### src/rtl/tcnw_pkg.sv
// shared types, codes and helpers for the text console number writer
package tcnw_pkg;

    // input action codes
    localparam logic [1:0] ACT_CHAR = 2'd0;
    localparam logic [1:0] ACT_DEC  = 2'd1;
    localparam logic [1:0] ACT_HEX  = 2'd2;

    // character codes
    localparam logic [7:0] NEWLINE_CODE = 8'h0A;
    localparam logic [7:0] CHAR_ZERO    = 8'h30;
    localparam logic [7:0] CHAR_X       = 8'h78;
    localparam logic [7:0] CHAR_UPPER_A = 8'h41;

    // digit store: twenty 4-bit digits, most significant at the top
    localparam int DIGITS  = 20;
    localparam int DIGIT_W = 4 * DIGITS;
    localparam int NUM_W   = 64;

    // fixed field widths
    localparam int ROW_W  = 5;
    localparam int COL_W  = 7;
    localparam int ADDR_W = 11;

    // command kinds handed from the front to the back
    typedef enum logic [1:0] {
        CMD_CHAR,
        CMD_NEWLINE,
        CMD_DEC,
        CMD_HEX
    } cmd_kind_t;

    // one queued command
    typedef struct packed {
        cmd_kind_t                kind;
        logic [7:0]               ch;
        logic [DIGIT_W-1:0]       digits;
        logic [4:0]               count;
    } cmd_t;

    // front sequencer states
    typedef enum logic [1:0] {
        FE_IDLE,
        FE_CONV,
        FE_TRIM,
        FE_PUSH
    } fe_state_t;

    // queue status seen by the front and the back
    typedef struct packed {
        logic empty;
        logic full;
    } q_status_t;

    // ascii code of a digit or uppercase hex nibble
    function automatic logic [7:0] digit_char(input logic [3:0] nib);
        logic [7:0] code;
        if (nib < 4'd10)
            code = CHAR_ZERO + {4'b0, nib};
        else
            code = CHAR_UPPER_A + {4'b0, nib} - 8'd10;
        return code;
    endfunction

endpackage

### src/rtl/tcnw_front.sv
// front part: accepts words, classifies them and converts decimals to bcd
module tcnw_front
(
    input  logic                clk,
    input  logic                rst_n,
    input  logic                in_valid,
    output logic                in_ready,
    input  logic [1:0]          in_action,
    input  logic                in_wide,
    input  logic [7:0]          in_character,
    input  logic [63:0]         in_number,
    input  tcnw_pkg::q_status_t q_status,
    output logic                q_push,
    output tcnw_pkg::cmd_t      q_wdata
);

    tcnw_pkg::fe_state_t state_reg, state_next;
    logic [tcnw_pkg::NUM_W-1:0]   bin_reg, bin_next;
    logic [tcnw_pkg::DIGIT_W-1:0] bcd_reg, bcd_next;
    logic [6:0]                   iter_reg, iter_next;
    logic [4:0]                   count_reg, count_next;
    logic [tcnw_pkg::DIGIT_W-1:0] bcd_adj;
    logic [tcnw_pkg::NUM_W-1:0]   num_just;
    logic                         accept;

    // add-3 correction on every bcd digit before the shift
    always_comb
    begin
        for (int i = 0; i < tcnw_pkg::DIGITS; i++)
        begin
            if (bcd_reg[4*i +: 4] >= 4'd5)
                bcd_adj[4*i +: 4] = bcd_reg[4*i +: 4] + 4'd3;
            else
                bcd_adj[4*i +: 4] = bcd_reg[4*i +: 4];
        end
    end

    // narrow numbers are moved to the top half
    assign num_just = in_wide ? in_number : {in_number[31:0], 32'b0};
    assign in_ready = (state_reg == tcnw_pkg::FE_IDLE) && !q_status.full;
    assign accept   = in_valid && in_ready;

    // sequencer next state and queue push
    always_comb
    begin
        state_next = state_reg;
        bin_next   = bin_reg;
        bcd_next   = bcd_reg;
        iter_next  = iter_reg;
        count_next = count_reg;
        q_push     = 1'b0;
        q_wdata    = '0;
        q_wdata.kind = tcnw_pkg::CMD_CHAR;
        case (state_reg)
            tcnw_pkg::FE_IDLE:
            begin
                if (accept)
                begin
                    case (in_action)
                        tcnw_pkg::ACT_CHAR:
                        begin
                            q_push     = 1'b1;
                            q_wdata.ch = in_character;
                            if (in_character == tcnw_pkg::NEWLINE_CODE)
                                q_wdata.kind = tcnw_pkg::CMD_NEWLINE;
                        end
                        tcnw_pkg::ACT_HEX:
                        begin
                            q_push         = 1'b1;
                            q_wdata.kind   = tcnw_pkg::CMD_HEX;
                            q_wdata.digits = {num_just, 16'b0};
                            q_wdata.count  = in_wide ? 5'd16 : 5'd8;
                        end
                        tcnw_pkg::ACT_DEC:
                        begin
                            bin_next   = num_just;
                            bcd_next   = '0;
                            iter_next  = in_wide ? 7'd64 : 7'd32;
                            state_next = tcnw_pkg::FE_CONV;
                        end
                        default:
                        begin
                        end
                    endcase
                end
            end
            tcnw_pkg::FE_CONV:
            begin
                bcd_next  = {bcd_adj[tcnw_pkg::DIGIT_W-2:0], bin_reg[tcnw_pkg::NUM_W-1]};
                bin_next  = {bin_reg[tcnw_pkg::NUM_W-2:0], 1'b0};
                iter_next = iter_reg - 7'd1;
                if (iter_reg == 7'd1)
                begin
                    count_next = 5'(tcnw_pkg::DIGITS);
                    state_next = tcnw_pkg::FE_TRIM;
                end
            end
            tcnw_pkg::FE_TRIM:
            begin
                // drop leading zero digits, keeping at least one
                if (count_reg > 5'd1 &&
                    bcd_reg[tcnw_pkg::DIGIT_W-1 -: 4] == 4'd0)
                begin
                    bcd_next   = {bcd_reg[tcnw_pkg::DIGIT_W-5:0], 4'b0};
                    count_next = count_reg - 5'd1;
                end
                else
                begin
                    state_next = tcnw_pkg::FE_PUSH;
                end
            end
            tcnw_pkg::FE_PUSH:
            begin
                q_wdata.kind   = tcnw_pkg::CMD_DEC;
                q_wdata.digits = bcd_reg;
                q_wdata.count  = count_reg;
                if (!q_status.full)
                begin
                    q_push     = 1'b1;
                    state_next = tcnw_pkg::FE_IDLE;
                end
            end
            default:
            begin
                state_next = tcnw_pkg::FE_IDLE;
            end
        endcase
    end

    // state register
    always_ff @(posedge clk or negedge rst_n)
    begin
        if (!rst_n)
        begin
            state_reg <= tcnw_pkg::FE_IDLE;
            iter_reg  <= '0;
            count_reg <= '0;
        end
        else
        begin
            state_reg <= state_next;
            iter_reg  <= iter_next;
            count_reg <= count_next;
        end
    end

    // conversion datapath
    always_ff @(posedge clk)
    begin
        bin_reg <= bin_next;
        bcd_reg <= bcd_next;
    end

    // checks
    a_conv_iter: assert property (@(posedge clk) disable iff (!rst_n)
        state_reg == tcnw_pkg::FE_CONV |-> iter_reg != 7'd0)
        else $error("conversion running with no bits left");

    a_trim_count: assert property (@(posedge clk) disable iff (!rst_n)
        state_reg == tcnw_pkg::FE_TRIM |-> count_reg != 5'd0)
        else $error("digit count fell to zero");

    a_push_idle: assert property (@(posedge clk) disable iff (!rst_n)
        q_push && state_reg == tcnw_pkg::FE_PUSH |=> state_reg == tcnw_pkg::FE_IDLE)
        else $error("front did not return to idle after push");

endmodule

### src/rtl/tcnw_queue.sv
// two-entry command queue between the front and the back
module tcnw_queue
(
    input  logic                clk,
    input  logic                rst_n,
    input  logic                push,
    input  tcnw_pkg::cmd_t      wdata,
    input  logic                pop,
    output tcnw_pkg::cmd_t      rdata,
    output tcnw_pkg::q_status_t status
);

    tcnw_pkg::cmd_t mem [2];
    logic       wr_ptr_reg, rd_ptr_reg;
    logic [1:0] fill_reg, fill_next;
    logic       do_push, do_pop;

    assign do_push = push && (fill_reg != 2'd2);
    assign do_pop  = pop && (fill_reg != 2'd0);
    assign status.empty = (fill_reg == 2'd0);
    assign status.full  = (fill_reg == 2'd2);
    assign rdata = mem[rd_ptr_reg];

    // fill level
    always_comb
    begin
        fill_next = fill_reg;
        if (do_push && !do_pop)
            fill_next = fill_reg + 2'd1;
        else if (do_pop && !do_push)
            fill_next = fill_reg - 2'd1;
    end

    // pointers and fill
    always_ff @(posedge clk or negedge rst_n)
    begin
        if (!rst_n)
        begin
            wr_ptr_reg <= 1'b0;
            rd_ptr_reg <= 1'b0;
            fill_reg   <= 2'd0;
        end
        else
        begin
            if (do_push)
                wr_ptr_reg <= ~wr_ptr_reg;
            if (do_pop)
                rd_ptr_reg <= ~rd_ptr_reg;
            fill_reg <= fill_next;
        end
    end

    // entry storage
    always_ff @(posedge clk)
    begin
        if (do_push)
            mem[wr_ptr_reg] <= wdata;
    end

    // checks
    a_fill_range: assert property (@(posedge clk) disable iff (!rst_n)
        fill_reg != 2'd3)
        else $error("queue fill out of range");

    a_ptr_match: assert property (@(posedge clk) disable iff (!rst_n)
        (fill_reg == 2'd0 || fill_reg == 2'd2) |-> wr_ptr_reg == rd_ptr_reg)
        else $error("queue pointers disagree with fill");

    a_no_overflow: assert property (@(posedge clk) disable iff (!rst_n)
        push && status.full && !pop |=> fill_reg == 2'd2)
        else $error("queue fill changed on a refused push");

endmodule

### src/rtl/tcnw_back.sv
// back part: runs commands, keeps the cursor and drives the write stream
module tcnw_back
#(
    parameter int COLUMNS = 80,
    parameter int ROWS    = 25
)
(
    input  logic                          clk,
    input  logic                          rst_n,
    input  logic                          cfg_wen,
    input  logic [7:0]                    cfg_wdata,
    input  tcnw_pkg::cmd_t                q_rdata,
    input  tcnw_pkg::q_status_t           q_status,
    output logic                          q_pop,
    output logic                          out_valid,
    input  logic                          out_ready,
    output logic [tcnw_pkg::ADDR_W-1:0]   out_address,
    output logic [15:0]                   out_data,
    output logic                          out_last
);

    logic [7:0]                    attr_reg;
    logic [tcnw_pkg::ROW_W-1:0]    row_reg, row_next, row_inc;
    logic [tcnw_pkg::COL_W-1:0]    col_reg, col_next;
    logic                          busy_reg, busy_next;
    logic [1:0]                    prefix_reg, prefix_next;
    logic [tcnw_pkg::DIGIT_W-1:0]  digits_reg, digits_next;
    logic [4:0]                    left_reg, left_next;
    logic                          oval_reg, oval_next;
    logic [tcnw_pkg::ADDR_W-1:0]   oaddr_reg, oaddr_next;
    logic [15:0]                   odata_reg, odata_next;
    logic                          olast_reg, olast_next;
    logic                          slot_free, emit, emit_last, col_wrap;
    logic [7:0]                    emit_ch;
    logic [12:0]                   addr_full;

    assign slot_free = !oval_reg || out_ready;
    assign col_wrap  = ({1'b0, col_reg} + 8'd1) == 8'(COLUMNS);
    assign row_inc   = (({1'b0, row_reg} + 6'd1) == 6'(ROWS)) ? '0 : row_reg + 5'd1;
    assign addr_full = 13'(row_reg) * 13'(COLUMNS) + 13'(col_reg);

    // command sequencing and cursor update
    always_comb
    begin
        row_next    = row_reg;
        col_next    = col_reg;
        busy_next   = busy_reg;
        prefix_next = prefix_reg;
        digits_next = digits_reg;
        left_next   = left_reg;
        q_pop       = 1'b0;
        emit        = 1'b0;
        emit_ch     = '0;
        emit_last   = 1'b0;
        if (slot_free)
        begin
            if (busy_reg)
            begin
                emit = 1'b1;
                if (prefix_reg != 2'd0)
                begin
                    emit_ch     = (prefix_reg == 2'd2) ? tcnw_pkg::CHAR_ZERO : tcnw_pkg::CHAR_X;
                    prefix_next = prefix_reg - 2'd1;
                end
                else
                begin
                    emit_ch     = tcnw_pkg::digit_char(digits_reg[tcnw_pkg::DIGIT_W-1 -: 4]);
                    digits_next = {digits_reg[tcnw_pkg::DIGIT_W-5:0], 4'b0};
                    left_next   = left_reg - 5'd1;
                    emit_last   = (left_reg == 5'd1);
                    if (left_reg == 5'd1)
                        busy_next = 1'b0;
                end
            end
            else if (!q_status.empty)
            begin
                q_pop = 1'b1;
                case (q_rdata.kind)
                    tcnw_pkg::CMD_CHAR:
                    begin
                        emit      = 1'b1;
                        emit_ch   = q_rdata.ch;
                        emit_last = 1'b1;
                    end
                    tcnw_pkg::CMD_NEWLINE:
                    begin
                        col_next = '0;
                        row_next = row_inc;
                    end
                    tcnw_pkg::CMD_DEC:
                    begin
                        busy_next   = 1'b1;
                        prefix_next = 2'd0;
                        digits_next = q_rdata.digits;
                        left_next   = q_rdata.count;
                    end
                    tcnw_pkg::CMD_HEX:
                    begin
                        busy_next   = 1'b1;
                        prefix_next = 2'd2;
                        digits_next = q_rdata.digits;
                        left_next   = q_rdata.count;
                    end
                    default:
                    begin
                    end
                endcase
            end
        end
        // cursor moves after every written cell
        if (emit)
        begin
            if (col_wrap)
            begin
                col_next = '0;
                row_next = row_inc;
            end
            else
            begin
                col_next = col_reg + 7'd1;
            end
        end
    end

    // output register
    always_comb
    begin
        oval_next  = oval_reg;
        oaddr_next = oaddr_reg;
        odata_next = odata_reg;
        olast_next = olast_reg;
        if (slot_free)
        begin
            oval_next  = emit;
            oaddr_next = addr_full[tcnw_pkg::ADDR_W-1:0];
            odata_next = {attr_reg, emit_ch};
            olast_next = emit_last;
        end
    end

    // control registers
    always_ff @(posedge clk or negedge rst_n)
    begin
        if (!rst_n)
        begin
            attr_reg   <= 8'd10;
            row_reg    <= '0;
            col_reg    <= '0;
            busy_reg   <= 1'b0;
            prefix_reg <= '0;
            left_reg   <= '0;
            oval_reg   <= 1'b0;
        end
        else
        begin
            if (cfg_wen)
                attr_reg <= cfg_wdata;
            row_reg    <= row_next;
            col_reg    <= col_next;
            busy_reg   <= busy_next;
            prefix_reg <= prefix_next;
            left_reg   <= left_next;
            oval_reg   <= oval_next;
        end
    end

    // payload registers
    always_ff @(posedge clk)
    begin
        digits_reg <= digits_next;
        oaddr_reg  <= oaddr_next;
        odata_reg  <= odata_next;
        olast_reg  <= olast_next;
    end

    assign out_valid   = oval_reg;
    assign out_address = oaddr_reg;
    assign out_data    = odata_reg;
    assign out_last    = olast_reg;

    // checks
    a_col_range: assert property (@(posedge clk) disable iff (!rst_n)
        {1'b0, col_reg} < 8'(COLUMNS))
        else $error("cursor column past line end");

    a_row_range: assert property (@(posedge clk) disable iff (!rst_n)
        {1'b0, row_reg} < 6'(ROWS))
        else $error("cursor row past last row");

    a_busy_left: assert property (@(posedge clk) disable iff (!rst_n)
        busy_reg |-> left_reg != 5'd0)
        else $error("busy with no digits left");

    a_pop_idle: assert property (@(posedge clk) disable iff (!rst_n)
        q_pop |-> !busy_reg)
        else $error("command popped while another runs");

endmodule

### src/rtl/text_console_number_writer_core.sv
// top level of the text console number writer
// Input words carry one console action: print a character (newline moves
// the cursor to column 0 of the next row), print a number in unsigned
// decimal without leading zeros, or print 0x and 8 or 16 uppercase hex digits.
// Each printed character leaves as one output word: the framebuffer cell
// index row*COLUMNS+col and the attribute byte over the character byte,
// with tlast on the final cell of the action. The cursor wraps at line end
// and past the last row back to row 0.
// The front takes a word when idle and the two-entry queue has room:
// character and hex words enter the queue at once; a decimal word runs a
// shift-and-add-3 conversion over 32 or 64 bits, then drops up to 19
// leading zero digits, and only then is queued.
// The back drains the queue: a character command writes its cell when
// popped; a number command is loaded first and then prints its characters
// one after another (10 or 18 for hex, 1 to 20 for decimal). A character
// word passes through the queue and the output register before it leaves.
// A stall on the output holds the output register and the back; the queue
// and the front keep working until the queue is full.
// Reset puts the cursor at row 0, column 0, attribute 10, queue empty.
module text_console_number_writer_core
#(
    parameter int COLUMNS = 80,
    parameter int ROWS    = 25
)
(
    input  logic        clk,
    input  logic        rst_n,
    input  logic        cfg_wen,
    input  logic [7:0]  cfg_wdata,
    input  logic        s_tvalid,
    output logic        s_tready,
    input  logic [71:0] s_tdata,   // character [7:0], number [71:8]
    input  logic [2:0]  s_tuser,   // action [1:0], wide [2]
    output logic        m_tvalid,
    input  logic        m_tready,
    output logic [31:0] m_tdata,   // cell_address [10:0], cell_data [26:11], zero [31:27]
    output logic        m_tlast
);

    tcnw_pkg::cmd_t      q_wdata, q_rdata;
    tcnw_pkg::q_status_t q_status;
    logic                q_push, q_pop;
    logic [tcnw_pkg::ADDR_W-1:0] out_address;
    logic [15:0]         out_data;

    // accept and classify
    tcnw_front u_front
    (
        .clk          (clk),
        .rst_n        (rst_n),
        .in_valid     (s_tvalid),
        .in_ready     (s_tready),
        .in_action    (s_tuser[1:0]),
        .in_wide      (s_tuser[2]),
        .in_character (s_tdata[7:0]),
        .in_number    (s_tdata[71:8]),
        .q_status     (q_status),
        .q_push       (q_push),
        .q_wdata      (q_wdata)
    );

    // command queue
    tcnw_queue u_queue
    (
        .clk    (clk),
        .rst_n  (rst_n),
        .push   (q_push),
        .wdata  (q_wdata),
        .pop    (q_pop),
        .rdata  (q_rdata),
        .status (q_status)
    );

    // cell writer
    tcnw_back
    #(
        .COLUMNS (COLUMNS),
        .ROWS    (ROWS)
    )
    u_back
    (
        .clk         (clk),
        .rst_n       (rst_n),
        .cfg_wen     (cfg_wen),
        .cfg_wdata   (cfg_wdata),
        .q_rdata     (q_rdata),
        .q_status    (q_status),
        .q_pop       (q_pop),
        .out_valid   (m_tvalid),
        .out_ready   (m_tready),
        .out_address (out_address),
        .out_data    (out_data),
        .out_last    (m_tlast)
    );

    // output packing
    assign m_tdata = {5'b0, out_data, out_address};

endmodule

### config.mk
export PLATFORM = sky130hd
export DESIGN_NAME = text_console_number_writer_core
export DESIGN_NICKNAME = d
export VERILOG_FILES = /design/src/rtl/tcnw_pkg.sv /design/src/rtl/tcnw_front.sv /design/src/rtl/tcnw_queue.sv /design/src/rtl/tcnw_back.sv /design/src/rtl/text_console_number_writer_core.sv
export SDC_FILE = /design/constraint.sdc
export NUM_CORES = 1
export LEC_CHECK = 0
export BUFFER_PORTS_ARGS = -buffer_cell sky130_fd_sc_hd__buf_4
export CORE_ASPECT_RATIO = 0.6
export CORE_UTILIZATION = 60
export DETAILED_ROUTE_END_ITERATION = 10
export PLACE_DENSITY = 0.78
export SLEW_MARGIN = 20
export SYNTH_ARGS = -nofsm -noshare
export SYNTH_HDL_FRONTEND = slang
export SYNTH_SLANG_ARGS = --single-unit
### constraint.sdc
create_clock -name clk -period 14.18 [get_ports clk]
set_input_delay 2.836 -clock clk [delete_from_list [all_inputs] [get_ports clk]]
set_output_delay 2.836 -clock clk [all_outputs]
set_load 0.03 [all_outputs]
; ---- After elaboration in Yosys (flattened, before gate mapping)
; Memories as Yosys holds them, arrays and structs flattened.
; Index checks and enable logic that the tools add are counted.
[totals]
input_bits = 88
regBits = 299
ram_bits = 190
output_inout_bits = 35
memories = 1
[op_classes]
mul = 1
bitwise = 2
n_eq_ne = 27
n_addsub = 34
mux = 103
n_reduce_logical = 36
magnitude_cmp = 22
[memory_table]
columns = name, words, width, read_ports, rd_ports_with_merged_regs, wr, line_no
row1 = u_queue.mem, 2, 95, 1, 0, 1, tcnw_queue.sv:13  ; tcnw_pkg::cmd_t mem [2];
[ops]
columns = cell, n
row1 = $mux 80, 7
row2 = $pmux 80 s3, 1
row3 = $mux 64, 3
row4 = $pmux 85 s2, 1
row5 = $pmux 64 s2, 1
row6 = $mux 95, 1
row7 = $mux 85, 1
row8 = $ge 4x3->1 const B, 20
row9 = $add 4x2->4 const B, 19
row10 = $mux 4, 19
row11 = $mux 5, 14
row12 = $mux 7, 10
row13 = $mux 8, 7
row14 = $mux 1, 20
row15 = $mux 2, 10
row16 = $ne 2x2->1 const B, 9
row17 = $reduce_and 4->1, 4
row18 = $reduce_bool 2->1, 8
row19 = $eq 2x2->1 const B, 7
row20 = $pmux 7 s2, 1
row21 = $pmux 2 s2, 3
row22 = $add 11x7->11, 1
row23 = $pmux 5 s2, 1
row24 = $sub 5x1->5 const B, 2
row25 = other kinds (34), 55

; ---- Depth between registers and ports, before layout
[logic_depth]
word_depth = 11
depth_mapped = 11
mapped_depth_nobuf = 10

; ---- By module
; From an unflattened synthesis, not the netlist that was laid out.
[unflattened]
cells_unflattened = 1737
area_unflattened_um2 = 23894.2
[modules_own_cells]
columns = mod, cells_per_inst, n_inst, area_per_inst_um2, seq_area_each_um2
row1 = tcnw_front, 985, 1, 10344.9, 4674.5
row2 = tcnw_queue, 315, 1, 7253.2, 5805.6
row3 = tcnw_back, 431, 1, 6254.7, 3971.3
row4 = text_console_number_writer_core, 6, 1, 41.3, 0.0

; ---- Worst setup path after synthesis
; No wires, ideal clock.
[synth_timing]
path_kind = input to register
start = in s_tuser[0]
end = mem u_queue.mem[0][0] (netlist name) (enable)
setup_time_ns = 0.782
slack_ns = 1.091
cell_stages = 4
arrival_time_ns = 12.308
t_required_ns = 13.398
path_cell_list = nand2b_1 -> nor3_4 -> nor2_1 -> nor4_1
[synth_via]
elab_chain_cells = 8
[synth_lines]
columns = item, line_no
row1 = "start, declared", text_console_number_writer_core.sv:33  ; input logic [2:0] s_tuser,
row2 = $eq 2x2->1 / $logic_not 2->1 (equally long branches), tcnw_front.sv:59  ; case (in_action)
row3 = $reduce_or 2->1 (no line) *, --
row4 = $mux 1 *, tcnw_front.sv:59
row5 = $mux 1 *, tcnw_front.sv:57  ; if (accept)
row6 = $pmux 1 s2 *, tcnw_front.sv:54  ; case (state_reg)
row7 = $logic_and 1x1->1 *, tcnw_queue.sv:18  ; assign do_push = push && (fill_reg != 2'd2);
row8 = $mux 1 *, tcnw_queue.sv:56  ; if (do_push)
row9 = $mux 1 (not written as such) *, tcnw_queue.sv:57  ; mem[wr_ptr_reg] <= wdata;
row10 = "end, declared", tcnw_queue.sv:13
; Every way passes the cells marked *; elsewhere a longest branch is shown, timed or not.

; ---- Final worst setup path
[layout_timing]
start = in s_tuser[0]
end = mem u_queue.mem[1][15] (netlist name) (enable)
[layout_via]
elab_chain_cells = 8
[layout_lines]
columns = item, line_no
row1 = $eq 2x2->1 / $logic_not 2->1 (equally long branches), tcnw_front.sv:59
row2 = $reduce_or 2->1 (no line) *, --
row3 = $mux 1 *, tcnw_front.sv:59
row4 = $mux 1 *, tcnw_front.sv:57
row5 = $pmux 1 s2 *, tcnw_front.sv:54
row6 = $logic_and 1x1->1 *, tcnw_queue.sv:18
row7 = net u_queue.do_push, tcnw_queue.sv:16  ; logic do_push, do_pop;
row8 = $mux 1 *, tcnw_queue.sv:56
row9 = $mux 1 (not written as such) *, tcnw_queue.sv:57
; The timed path passes the listed nets; every way through them passes the cells marked *.

==> results.cfg <==
[run_status]
status = finished, final reports clean

[clock_tree]
cts_max_level = 2
cts_buffers = 45
clk_pin_slew_ns = 0.07
hold_buffers = 0
clk_latency_ns = 0.56
cts-root-buf = clkbuf_16
clock_sinks = 489
post_cts_resized = 0
clk_path_buf_depth = 3
post_cts_buffers = 0
cts_tree = done

[layout]
final_cell_mix = 442 x edfxtp_1, 192 x o21ai_0, 185 x nand2_1
multi_input_area_sq_um = 8310
layout.area.seq_sq_um = 14500
insertedDiodeCount = 0
n_fill_cell = 2648
nets = 2118
area_growth_syn_to_layout_pct = 12.1
drive_gt1_share_pct = 15.8
postLayoutCoreUtil_pct = 68.9
largest_reg_flops = 190
layout_commonest_cell = edfxtp_1

[floorplan]
die_h_um = 155
start_util_pct = 61.5
core_region_area_sq_um = 38100
row_count = 55
io_pins = 123
die_area_sq_um = 39800
die_width_um = 257

[critical_path]
crit_top_cell = buf_4
required_ns = 14.36
r2r-start = u_front.state_reg[1]
startpoint_type = input pin
cpPeakStageDelay_ns = 0.80
crit_chain = buf_4, nand2b_1, nor3_4, nor2_1, nor3_1, and2_4, buf_4
crit_type = in2reg
startpoint = s_tuser[0]
cp-end-kind = register
critPathArrivalTime_ns = 5.40
crit_slowest_cell = buf_4
crit_fanout = 57

[routing]
routed-via-count = 15500
wire_per_inst_um = 22.2
via_per_inst = 6.18
drt_wl_total_um = 55700
drc_errors = 0
antenna_left = 0
first_pass_iters = 5
dr.first_iter.drc_count = 1737

[timing]
worstMarginPinSlew_ns = 1.15
maxSlewHeadroom_pct = 23.3
fmax_ghz = 0.191
finalCriticalPeriod_ns = 5.23
finalSetupTns_ns = 0
skew_ns = 0.0199
hold_viol = 0
finalCritPeriodShare_pct = 36.8
setup_violations = 0
slew_viol_final = 0
rsz0062_at_grt = no

[synthesis]
synth_ff_type = edfxtp_1
synth_cells = 1881
synth_seq_cells = 489
ys_types = 74
yosysTopAreaCellShare_pct = 56.7
ys_seq_area_share_pct = 61.7
synth_top_area_cell = edfxtp_1
synth.avg_cell_area_sq_um = 12.4
synthArstFlopShare_pct = 9.61
netlist_top_cells_area = edfxtp_1 57%, dfrtp_1 4.8%, mux2i_1 4.1%
synth-edff-count = 442
ys_warn_count = 0
synth_area_sq_um = 23400

[power]
vdd_drop_max_mv = 0.167
powerDensity_nw_per_um2 = 215
intPower_w = 0.00358
swShare_pct = 36.5
seqPwrFrac_pct = 44.7
p_leak_nw = 10.2
pwr-share-clk_pct = 23.1
comb_power_share_pct = 32.2
p_switching_w = 0.00206

[grt]
grtUsageTotal_pct = 28.0
grt_pass1_wl_um = 85200
antenna_found_initial = 1
grt-ovfl-total = 0
grt_start_max_net_pins = 95
grt_pass1_vias = 14900

[place]
portBuffers = 117
gp_congestion = 0.828
post-dp-hpwl_um = 35300

[min_path]
hold_start = u_back.attr_reg[0]
min_path_type = reg2reg

[run]
cap_violations = 0
-- worst max-delay path: cells and delay by family --
kind | cells | cell delay, ns
AND/OR/NAND/NOR | 5 | 1.60
buffers and inverters | 2 | 0.91
-- routing by layer --
layer	share of wire, %	global-route usage [%]	vias up
met5	0	0	-
met4	3.2	9.72	0
met3	9.5	6.03	112
met2	44	41.3	748
met1	43	41.2	7543
li1	-	-	7087
-- final cells by class --
cell class	instances	share of cell area, %
well taps	513	2.45
clock inverters	30	1.55
inverters	70	1.01
multi-input cells	1219	31.7
flip-flops and latches	489	55.1
clock buffers	50	4.36
repair buffers	135	3.86
-- stage by stage --
step	setup slack, ns	total power, W	instances	area (sq um)	hold WS [ns]
after detailed placement	8.41	0.00431	2426	24700	0.437
after global placement	8.52	0.00422	2426	24700	0.429
final	8.95	0.00564	2506	26200	0.454
after CTS	8.98	0.00562	2506	26200	0.455
after global routing	8.77	0.00592	2506	26200	0.467
after floorplan	1.09	0.00376	1885	23400	0.421
-- logic make-up after synthesis --
kind of cell               count (synthesis)  synth area share [%]
AOI/OAI and AO/OA                        448                  12.0
xor gates and xnor gates                  49                  1.83
adders and majority gates                 70                  3.81
buffers and inverters                    177                  3.13
DFF                                      489                  61.7
muxes                                    171                  7.71
other                                      1                0.0160
and+or+nand+nor                          476                  9.73
-- synth_stat cells, drive strengths merged, types with 3 or more instances --
library cell / instances
edfxtp: 442
inv: 69
or3: 4
and3: 10
clkbuf: 69
xor2: 18
mux2: 74
a21o: 4
buf: 38
nand3: 9
nor2: 121
or3b: 3
or2: 7
nor4: 4
nor2b: 15
a21oi: 85
o22ai: 5
and2: 26
nor3b: 32
o2111ai: 3
mux2i: 97
dfrtp: 45
o21ai: 194
o31ai: 21
a221o: 5
nand2b: 32
xnor2: 31
ha: 68
a211o: 4
a22oi: 72
a22o: 31
nor3: 17
nand2: 186
o41ai: 3
-- worst paths after layout --
check                                     end  slack (ns)  cells after the start
setup / recovery           u_queue.mem[1][15]        8.95                      7
hold / removal             u_back.out_data[8]        0.45                      0
setup reg to reg           u_queue.mem[1][15]       10.46                      8
hold reg to reg            u_back.out_data[8]        0.45                      0
max in group asynchronous     u_back.busy_reg       11.34                      1
min in group asynchronous  u_back.attr_reg[0]        2.29                      1
-- power by group through the flow --
stage | Clock (W) | Sequential [W] | Combinational (W)
CTS | 0.00131 | 0.00251 | 0.00180
finish | 0.00130 | 0.00252 | 0.00182
global placement | 0 | 0.00251 | 0.00171
floorplan | 0 | 0.00250 | 0.00126
global route | 0.00137 | 0.00256 | 0.00199
detailed placement | 0 | 0.00253 | 0.00178
Note: power is estimated with default switching activity, not from simulation.
